### src/sv/autokey_shift_register_byte_cipher_defines.svh
// assertion macros used by the cipher engine rtl
`ifndef AUTOKEY_SHIFT_REGISTER_BYTE_CIPHER_DEFINES_SVH
`define AUTOKEY_SHIFT_REGISTER_BYTE_CIPHER_DEFINES_SVH

// same-cycle implication, checked outside reset
`define AKC_ASSERT_IMPL(lbl, ante, cons) \
  lbl: assert property (@(posedge clk) disable iff (rst) (ante) |-> (cons)) \
    else $error("same-cycle check failed");

// next-cycle implication, checked outside reset
`define AKC_ASSERT_NEXT(lbl, ante, cons) \
  lbl: assert property (@(posedge clk) disable iff (rst) (ante) |=> (cons)) \
    else $error("next-cycle check failed");

`endif

### src/sv/akc_pkg.sv
// types, constants and the per-byte cipher function
package akc_pkg;

  localparam int REG_W  = 24;
  localparam int IDX_W  = 5;
  localparam int DATA_W = 8;
  localparam int PADDR_W = 2;
  localparam int PDATA_W = 32;

  localparam logic [IDX_W-1:0]   TABLE_LEN    = 5'd20;
  localparam logic [REG_W-1:0]   RESTART_BASE = 24'hFFFF00;
  localparam logic [PADDR_W-1:0] SEED_ADDR    = 2'd0;

  typedef enum logic [1:0] {
    REQ_RESTART = 2'd0,
    REQ_ENCODE  = 2'd1,
    REQ_DECODE  = 2'd2,
    REQ_UNUSED  = 2'd3
  } req_type_t;

  typedef struct packed {
    logic [REG_W-1:0] sreg;
    logic [IDX_W-1:0] idx;
  } cipher_state_t;

  // low 24 bits of the key table words
  function automatic logic [REG_W-1:0] key_word(logic [IDX_W-1:0] idx);
    logic [REG_W-1:0] w;
    case (idx)
      5'd0:    w = 24'hcb5af2;
      5'd1:    w = 24'h564650;
      5'd2:    w = 24'he02ee6;
      5'd3:    w = 24'h227d34;
      5'd4:    w = 24'ha037a7;
      5'd5:    w = 24'h2161b3;
      5'd6:    w = 24'hef5096;
      5'd7:    w = 24'hfe0b5c;
      5'd8:    w = 24'h7037dd;
      5'd9:    w = 24'h0c64c9;
      5'd10:   w = 24'ha54103;
      5'd11:   w = 24'h8712d3;
      5'd12:   w = 24'h5815be;
      5'd13:   w = 24'h1d5c02;
      5'd14:   w = 24'h3a7908;
      5'd15:   w = 24'hac2447;
      5'd16:   w = 24'hcb4074;
      5'd17:   w = 24'h4e50ee;
      5'd18:   w = 24'h7977c3;
      5'd19:   w = 24'h9328ce;
      default: w = 24'hcb5af2;
    endcase
    return w;
  endfunction

  function automatic logic [IDX_W-1:0] idx_inc(logic [IDX_W-1:0] idx);
    logic [IDX_W-1:0] n;
    n = (idx >= TABLE_LEN - 5'd1) ? '0 : idx + 5'd1;
    return n;
  endfunction

  // or in the sign-extended plaintext, then eight shift steps with table feedback
  function automatic cipher_state_t absorb(cipher_state_t cur, logic [DATA_W-1:0] plain);
    logic [REG_W-1:0] r;
    logic [IDX_W-1:0] idx;
    logic             top;
    cipher_state_t    nxt;
    r = cur.sreg | {16'h0000, plain};
    if (plain[DATA_W-1]) begin
      r = r | 24'hFFFF00;
    end
    idx = (cur.idx >= TABLE_LEN) ? '0 : cur.idx;
    for (int k = 0; k < DATA_W; k++) begin
      top = r[REG_W-1];
      r   = {r[REG_W-2:0], 1'b0};
      if (top) begin
        r   = r ^ key_word(idx);
        idx = idx_inc(idx);
      end
    end
    nxt.sreg = r;
    nxt.idx  = idx;
    return nxt;
  endfunction

  localparam cipher_state_t RESET_STATE =
    absorb(cipher_state_t'{sreg: RESTART_BASE, idx: 5'd0}, 8'h00);

endpackage

### src/sv/akc_apb.sv
// apb register block holding the restart seed
module akc_apb (
  input  logic                         clk,
  input  logic                         rst,
  input  logic                         psel,
  input  logic                         penable,
  input  logic                         pwrite,
  input  logic [akc_pkg::PADDR_W-1:0]  paddr,
  input  logic [akc_pkg::PDATA_W-1:0]  pwdata,
  output logic [akc_pkg::PDATA_W-1:0]  prdata,
  output logic                         pready,
  output logic [akc_pkg::REG_W-1:0]    seed
);
  import akc_pkg::*;

  logic wr_en;

  assign pready = 1'b1;
  assign wr_en  = psel && penable && pwrite && pready && (paddr == SEED_ADDR);

  always_ff @(posedge clk) begin
    if (rst) begin
      seed <= '0;
    end else if (wr_en) begin
      seed <= pwdata[REG_W-1:0];
    end
  end

  always_comb begin
    prdata = '0;
    if (paddr == SEED_ADDR) begin
      prdata = {{(PDATA_W-REG_W){1'b0}}, seed};
    end
  end

endmodule

### config.mk
export PLATFORM = sky130hd
export DESIGN_NAME = akc_apb
export DESIGN_NICKNAME = d
export VERILOG_FILES = /design/src/sv/autokey_shift_register_byte_cipher_defines.svh /design/src/sv/akc_pkg.sv /design/src/sv/akc_apb.sv
export SDC_FILE = /design/constraint.sdc
export NUM_CORES = 1
export LEC_CHECK = 0
export BUFFER_PORTS_ARGS = -buffer_cell sky130_fd_sc_hd__clkbuf_2
export CAP_MARGIN = 20
export CORE_ASPECT_RATIO = 1.2
export CORE_MARGIN = 3
export CORE_UTILIZATION = 41
export CTS_CLUSTER_SIZE = 25
export DETAILED_ROUTE_END_ITERATION = 16
export PLACE_DENSITY_LB_ADDON = 0.3
export SLEW_MARGIN = 20
export SYNTH_ARGS = -nofsm -noshare
export SYNTH_HDL_FRONTEND = slang
export SYNTH_SLANG_ARGS = --single-unit
### constraint.sdc
create_clock -name clk -period 1.3 [get_ports clk]
set_input_delay 0.26 -clock clk [delete_from_list [all_inputs] [get_ports clk]]
set_output_delay 0.26 -clock clk [all_outputs]
set_load 0.02 [all_outputs]
==> flow_summary.yaml, run 1 <==
outcome:
  status: "complete, no violations"
power_and_ir_drop:
  p_switching_uw: 313
  switching_share_pct: 23.7
  seqPwrFrac_pct: 57.0
  total_power_mw: 1.32
  p_comb_share_pct: 14.2
  p_leak_nw: 0.842
  peakVddDrop_mv: 0.401
  clockPowerShare_pct: 28.8
  p_per_area_mw_per_mm2: 746
  power.internal_mw: 1.01
grt:
  grt_pass1_vias: 979
  grt_use_total_pct: 13.3
  grt_pass1_wl_um: 4170
  grt_max_degree: 49
  antenna_found_initial: 0
  gr-total-overflow: 0
cells_and_area:
  fin_nets: 257
  post-route-util_pct: 56.8
  final_common_cell: "clkbuf_2"
  final_layout_size_suffix_gt1_share_pct: 45.6
  largest_register: "seed"
  syn2layout_area_growth_pct: 30.4
  largestRegisters: "seed x24"
  most-common-layout-cells: "78 x clkbuf_2, 48 x nand2b_1, 24 x mux2i_1"
  diodes: 0
  largest_reg_flops: 24
cts:
  clk_pin_slew_ns: 0.13
  cts_inserted_buffers: 3
  root_buffer: "clkbuf_4"
  h-tree-depth: 1
  worst_skew_pair.late_latency_ns: 0.30
  clockBufferDepth: 2
  cts_tree: "done"
  cts.sinks: 24
routing:
  antenna_left: 0
  num_vias: 1107
  drtIter0Drc: 46
  wirelength_um: 2630
  drt_pass1_iterations: 4
  avgRoutedWirePerCell_um: 10.4
  drcViolationCount: 0
  vias_per_cell: 4.38
setup_path:
  cp.required_ns: 1.04
  critPathMaxFanout: 12
  slowest_stage: "buf_4"
  timing.rr.start: "seed[5]$_SDFFE_PP0P_"
  start_kind: "input pin"
  path_cells: "clkbuf_2 -> nor2_2 -> buf_4 -> and2_2 -> clkbuf_2"
  crit_path_frequent_cell: "clkbuf_2"
  reg2reg_to: "seed[5]$_SDFFE_PP0P_"
  reg2reg_depth: 2
  arrival_ns: 0.99
  critical_path.endpoint_type: "output port"
  max_stage_delay_ns: 0.19
  ff2ff_setup_slack_ns: 0.68
  path_class: "input pin to output port"
timing:
  setup_viol: 0
  hold_violations: 0
  skew_ns: 0
  rsz0062_at_grt: "true"
  relSlewSlack_pct: 59.8
  worstMarginPinSlew_ns: 0.603
  setup_slack_ns: 0.0525
  period_needed_ns: 1.25
  fmax_mhz: 802
  finalSetupTns_ns: 0
  slew_violations: 0
  fin_crit_sh_pct: 96.0
floorplanning:
  ios: 96
  die_area_mm2: 0.00403
  fp.coreArea_mm2: 0.00311
  die-width_um: 58.5
  die_h_um: 69.0
  start_util_pct: 43.6
  rows: 22
logic_synthesis:
  synth_top_area_share_pct: 35.5
  synth_top_area_cell: "dfxtp_1"
  seq_area_frac_synth_pct: 35.5
  synth_warnings: 0
  syn_area_mm2: 0.00136
  ys_types: 11
  postSynthCellCount: 143
  ys_ff_latch: 24
  synthTopCellsByArea: "dfxtp_1 35%, nand2b_1 22%, mux2i_1 18%"
  avgSynthCellArea_um2: 9.48
place:
  hpwlAfterDp_um: 2060
  dpl_worst_slack_ns: 0.0533
  gp_congestion: 0.691
  io_buffers: 78
run:
  drv_cap: 0
worst_hold_path:
  hold_depth: 3
  min_path_type: "input pin to register"
  whs_endpoint: "seed[3]$_SDFFE_PP0P_"
  min_from: "pwdata[3]"
==> stage by stage <==
step	hold slack (ns)	cells	instance area, um2
final	0.169	253	1770
after global placement	0.471	249	1720
after CTS	0.163	253	1750
after detailed placement	0.474	249	1720
after global routing	0.163	253	1770
after floorplan	0.415	150	1380
==> cell usage after synthesis <==
cell      count
mux2i_1      24
buf_12        3
dfxtp_1      24
nand2b_1     48
and2_1       20
nor2_2        1
and4_4        1
clkbuf_1      7
conb_1        2
buf_4         9
and2_2        4
==> layer usage <==
layer	wire length (um)	GRT usage, %	vias to the layer above
li1	-	-	573
met1	1140	16.2	483
met2	1240	22.6	49
met3	231	2.79	2
met4	19	5.22	0
met5	0	0	-
==> worst max path at each step <==
stage               cells past startpoint    endpoint  slack [ns]                  from
floorplan                               3  prdata[10]        0.15              paddr[1]
global placement                        5  prdata[22]        0.07              paddr[1]
global route                            5  prdata[13]       -0.01              paddr[1]
finish                                  5  prdata[23]        0.05              paddr[1]
CTS                                     2   prdata[2]        0.05  seed[2]$_SDFFE_PP0P_
detailed placement                      5   prdata[0]        0.05              paddr[1]
==> power groups by stage <==
stage	Sequential (mW)	Combinational, mW	Clock, mW
finish	0.752	0.187	0.379
global route	0.754	0.208	0.420
CTS	0.752	0.189	0.400
detailed placement	0.768	0.188	0
global placement	0.768	0.186	0
floorplan	0.779	0.129	0
==> timing repair <==
item / in CTS / in global routing
resized for setup: 0 / 8
setup buffers: 0 / 0
hold buffers: 0 / 0
setup endpoints to repair: 0 / 14
==> kinds of logic after synthesis <==
group / synth area share, %
simple gates: 34.9
other cells: 0.554
mux: 17.7
flops: 35.5
buf+inv: 11.4
==> critical path: cells and delay by family <==
family | cells | cell delay (ns)
simple gates | 2 | 0.30
buf+inv | 3 | 0.42
==> cell type report <==
cell class	count	area [um2]
Clock buffer	4	36.3
Multi-Input combinational cell	107	747
Fill cell	310	1340
Timing Repair Buffer	82	449
Sequential cell	24	489
Tap cell	36	45.0
(Power assumes the default switching activity.)
==> run 2, diff against run 1 <==
--- a/config.mk
+++ b/config.mk
@@ -12,7 +12,7 @@
 export CORE_UTILIZATION = 41
 export CTS_CLUSTER_SIZE = 25
 export DETAILED_ROUTE_END_ITERATION = 16
-export PLACE_DENSITY_LB_ADDON = 0.3
+export PLACE_DENSITY = 0.77
 export SLEW_MARGIN = 20
 export SYNTH_ARGS = -nofsm -noshare
 export SYNTH_HDL_FRONTEND = slang
==> run 2 against run 1 <==
  * Worst hold slack got worse by 0.0016 ns
  * Clock skew unchanged
  * Critical endpoint unchanged
  * Utilization increased by 0.40 points
==> flow_summary.yaml, run 2 (synthesized netlist as in run 1, its figures left out) <==
setup_path:
  cp.required_ns: 1.04
  start_kind: "register"
  critPathMaxFanout: 3
  arrival_ns: 0.99
  path_class: "register to output port"
  critical_path.endpoint_type: "output port"
place:
  io_buffers: 78
  dpl_cell_area_mm2: 0.00172
  dpl_worst_slack_ns: 0.0497
  dpl.cell_count: 249
  gp_congestion: 0.669
  hpwlAfterDp_um: 2130
timing:
  setup_viol: 0
  relSlewSlack_pct: 60.9
  worstMarginPinSlew_ns: 0.587
  setup_slack_ns: 0.0479
  fmax_mhz: 799
  slew_violations: 0
  period_needed_ns: 1.25
  fin_hold_ws_ns: 0.168
  hold_violations: 0
  fin_crit_sh_pct: 96.3
  skew_ns: 0
cts:
  clockBufferDepth: 2
  worst_skew_pair.late_latency_ns: 0.30
  cts_tree: "done"
  root_buffer: "clkbuf_4"
  cts_hold_buf: 0
  cts.sinks: 24
  h-tree-depth: 1
  clk_pin_slew_ns: 0.13
  cts_inserted_buffers: 3
power_and_ir_drop:
  p_per_area_mw_per_mm2: 745
  p_leak_nw: 0.845
  peakVddDrop_mv: 0.415
  total_power_mw: 1.32
routing:
  drcViolationCount: 0
  drtIter0Drc: 28
  wirelength_um: 2680
  num_vias: 1138
  drt_pass1_iterations: 4
  avgRoutedWirePerCell_um: 10.6
  antenna_left: 0
  vias_per_cell: 4.50
grt:
  grt_use_total_pct: 13.3
  grt_max_degree: 49
  grt_pass1_wl_um: 4200
  antenna_found_initial: 0
  gr-total-overflow: 0
  grt_pass1_vias: 976
cells_and_area:
  design_area_mm2: 0.00178
  multi_input_area_um2: 752
  n_fill_cell: 313
  syn2layout_area_growth_pct: 31.3
  fin_nets: 257
  diodes: 0
  largestRegisters: "seed x24"
  final_layout_size_suffix_gt1_share_pct: 48.4
  finalNonFillerCells: 253
  final_common_cell: "clkbuf_2"
  largest_reg_flops: 24
  regArea_um2: 497
  largest_register: "seed"
  most-common-layout-cells: "78 x clkbuf_2, 48 x nand2b_1, 24 x mux2i_1"
floorplanning:
  die_h_um: 69.0
  die-width_um: 58.5
  start_util_pct: 43.6
  fp.coreArea_mm2: 0.00311
  ios: 96
  die_area_mm2: 0.00403
  rows: 22
worst_hold_path:
  min_path_type: "input pin to register"
outcome:
  status: "complete, no violations"
run:
  drv_cap: 0
[run 2: cell counts in the layout (fill, tap and decap cells not counted)]
Identical to the previous run, type by type.
[run 2: final timing paths]
| kind | start | end | slack [ns] | cells after the start |
|---|---|---|---|---|
| setup / recovery | seed[23]$_SDFFE_PP0P_ | prdata[23] | 0.05 | 2 |
| hold / removal | pwdata[5] | seed[5]$_SDFFE_PP0P_ | 0.17 | 3 |
| setup reg to reg | seed[15]$_SDFFE_PP0P_ | seed[15]$_SDFFE_PP0P_ | 0.67 | 2 |
| hold reg to reg | seed[10]$_SDFFE_PP0P_ | seed[10]$_SDFFE_PP0P_ | 0.49 | 2 |
[run 2: worst max-delay path: stages, from the launching register on]
cell and delay [ns]:
dfxtp_1 0.38, and2_2 0.15, clkbuf_2 0.16
[run 2: layout make-up]
| type | instances | area share [%] |
|---|---|---|
| clock buffer | 4 | 2.04 |
| multi-input combinational | 107 | 42.3 |
| sequential | 24 | 27.9 |
| tap | 36 | 2.53 |
| timing repair buffer | 82 | 25.2 |
[run 2: power breakdown]
group	total (mW)	switching [mW]	internal (mW)
Combinational	0.188	0.0977	0.0903
Clock	0.384	0.214	0.171
Sequential	0.752	0.00683	0.746
[run 2: per-layer routing]
metal / up-vias / global-route usage, % / share of wire, % / routed length [um]
met4: 0 / 6.09 / 1.0 / 27
met1: 501 / 15.6 / 42 / 1120
met2: 56 / 23.3 / 48 / 1290
li1: 577 / - / - / -
met5: - / 0 / 0 / 0
met3: 4 / 2.61 / 9.3 / 250
[run 2: stage by stage]
stage | util (%) | setup TNS (ns)
global route | 57.2 | -0.00483
finish | 57.2 | 0
detailed placement | 55.2 | 0
floorplan | - | 0
CTS | 56.4 | 0
global placement | 55.2 | 0
[run 2: what timing repair did]
action | CTS | global route
endpoints found under the setup margin | 0 | 23
gates resized for setup | 0 | 15
buffers inserted | 0 | 0
==> run 3, diff against run 2 <==
--- a/config.mk
+++ b/config.mk
@@ -13,6 +13,7 @@
 export CTS_CLUSTER_SIZE = 25
 export DETAILED_ROUTE_END_ITERATION = 16
 export PLACE_DENSITY = 0.77
+export REMOVE_ABC_BUFFERS = 1
 export SLEW_MARGIN = 20
 export SYNTH_ARGS = -nofsm -noshare
 export SYNTH_HDL_FRONTEND = slang
==> run 3 against run 2 <==
  * Final cell count is 0.40% higher
  * Fmax up 1.4%
  * Via count grew 1.4%
  * Sequential power about the same
  * Cell area is 1.5% higher
  * Largest cell class unchanged
  * Clock skew unchanged
  * Routed wire length increased by 3.0%
  * Worst hold slack lost 0.0058 ns
==> flow_summary.yaml, run 3 (synthesized netlist as in run 1, its figures left out) <==
outcome:
  status: "complete, no violations"
power_and_ir_drop:
  p_leak_nw: 0.858
  p_per_area_mw_per_mm2: 819
  peakVddDrop_mv: 0.448
  total_power_mw: 1.48
routing:
  antenna_left: 0
  drcViolationCount: 0
  wl_met2_um: 1460
  top_layer: "met3"
  num_vias: 1154
  vias_per_cell: 4.54
  wirelength_um: 2760
  m1WireLength_um: 1050
  drtIter0Drc: 23
  avgRoutedWirePerCell_um: 10.9
  drt_pass1_iterations: 4
  wl_met3_um: 252
setup_path:
  arrival_ns: 0.97
  ff2ff_setup_slack_ns: 0.68
  cp.required_ns: 1.04
  reg2reg_to: "seed[23]$_SDFFE_PP0P_"
  reg2reg_depth: 2
  critical_path.endpoint_type: "output port"
  start_kind: "register"
  critPathMaxFanout: 3
  path_class: "register to output port"
  timing.rr.start: "seed[23]$_SDFFE_PP0P_"
grt:
  grt_max_degree: 49
  grt_use_total_pct: 14.2
  grt_pass1_vias: 1038
  antenna_found_initial: 0
  gr-total-overflow: 0
  grt_pass1_wl_um: 4450
cells_and_area:
  largestRegisters: "seed x24"
  diodes: 0
  design_area_mm2: 0.00181
  final_common_cell: "clkbuf_2"
  fin_nets: 258
  most-common-layout-cells: "77 x clkbuf_2, 48 x nand2b_1, 24 x mux2i_1"
  post-route-util_pct: 58.0
  syn2layout_area_growth_pct: 33.2
  n_fill_cell: 293
  largest_register: "seed"
  largest_reg_flops: 24
  final_layout_size_suffix_gt1_share_pct: 47.2
cts:
  clk_pin_slew_ns: 0.14
  clockBufferDepth: 2
  cts_inserted_buffers: 3
  cts_setup_buffers: 0
  h-tree-depth: 1
  cts_tree: "done"
  worst_skew_pair.late_latency_ns: 0.31
  root_buffer: "clkbuf_4"
  cts_hold_buf: 0
  cts.sinks: 24
floorplanning:
  ios: 96
  die_h_um: 69.0
  rows: 22
  die_area_mm2: 0.00403
  fp.coreArea_mm2: 0.00311
  start_util_pct: 43.6
  die-width_um: 58.5
timing:
  fin_crit_sh_pct: 95.0
  fmax_mhz: 810
  rsz0062_at_grt: "false"
  fin_hold_ws_ns: 0.162
  skew_ns: 0
  hold_violations: 0
  period_needed_ns: 1.23
  worstMarginPinSlew_ns: 0.632
  relSlewSlack_pct: 57.9
  setup_viol: 0
  slew_violations: 0
worst_hold_path:
  whs_endpoint: "seed[8]$_SDFFE_PP0P_"
  min_from: "pwdata[8]"
  hold_depth: 3
  min_path_type: "input pin to register"
place:
  io_buffers: 78
  dpl_cell_area_mm2: 0.00173
  gp_congestion: 0.706
run:
  drv_cap: 0
==> run 3: changes by cell type in the layout (fill, tap and decap cells not counted), sizes merged <==
| cell | change |
|---|---|
| bufinv | +1 |
| buf | +2 |
| clkbuf | -2 |
==> run 3: power by group <==
group	internal [mW]	switching (mW)	total (mW)
logic	0.0933	0.100	0.194
registers	0.746	0.00645	0.752
clock network	0.311	0.221	0.533
total	1.15	0.328	1.48
==> run 3: cell type report <==
cell class                      count  area [um2]  share of cell area, %
Sequential cell                    24         493                   27.3
Clock buffer                        3        22.5                   1.25
Timing Repair Buffer               83         463                   25.6
Tap cell                           36        45.0                   2.49
Clock inverter                      1        30.0                   1.66
Multi-Input combinational cell    107         752                   41.6
==> run 3: metal layers <==
layer | vias up | global-route usage, %
li1 | 580 | -
met4 | 0 | 1.74
met3 | 0 | 3.35
met1 | 529 | 14.1
met5 | - | 0
met2 | 45 | 29.9
==> run 3: how the worst max path moves through the flow <==
stage / start / endpoint / slack (ns) / depth (start not counted)
final: seed[23]$_SDFFE_PP0P_ / prdata[23] / 0.07 / 2
after global routing: seed[16]$_SDFFE_PP0P_ / prdata[16] / 0.0006 / 2
after CTS: paddr[1] / prdata[3] / -0.007 / 5
after detailed placement: paddr[1] / prdata[3] / -0.004 / 5
after global placement: paddr[1] / prdata[1] / 0.03 / 5
after floorplan: paddr[1] / seed[0]$_SDFFE_PP0P_ / -0.12 / 3
==> run 3: per-stage QoR <==
step / setup slack (ns) / std cells / TNS (ns)
3_3_place_gp: 0.0278 / 250 / 0
2_1_floorplan: -0.115 / 131 / -2.76
3_5_place_dp: -0.00413 / 250 / -0.00520
4_1_cts: -0.00742 / 254 / -0.0188
5_1_grt: 0.000589 / 254 / 0
6_report: 0.0654 / 254 / 0
==> run 3: timing repair <==
| action | CTS | global route |
|---|---|---|
| pin swaps | 0 | 1 |
| gates resized for setup | 0 | 15 |
| endpoints found under the hold margin | 0 | 0 |
| setup endpoints to repair | 6 | 23 |
| cloned | 0 | 0 |
==> run 3: worst max-delay path, cell delays in order, from the launching register on <==
cell      delay [ns]
dfxtp_1         0.37
and2_2          0.14
clkbuf_2        0.15
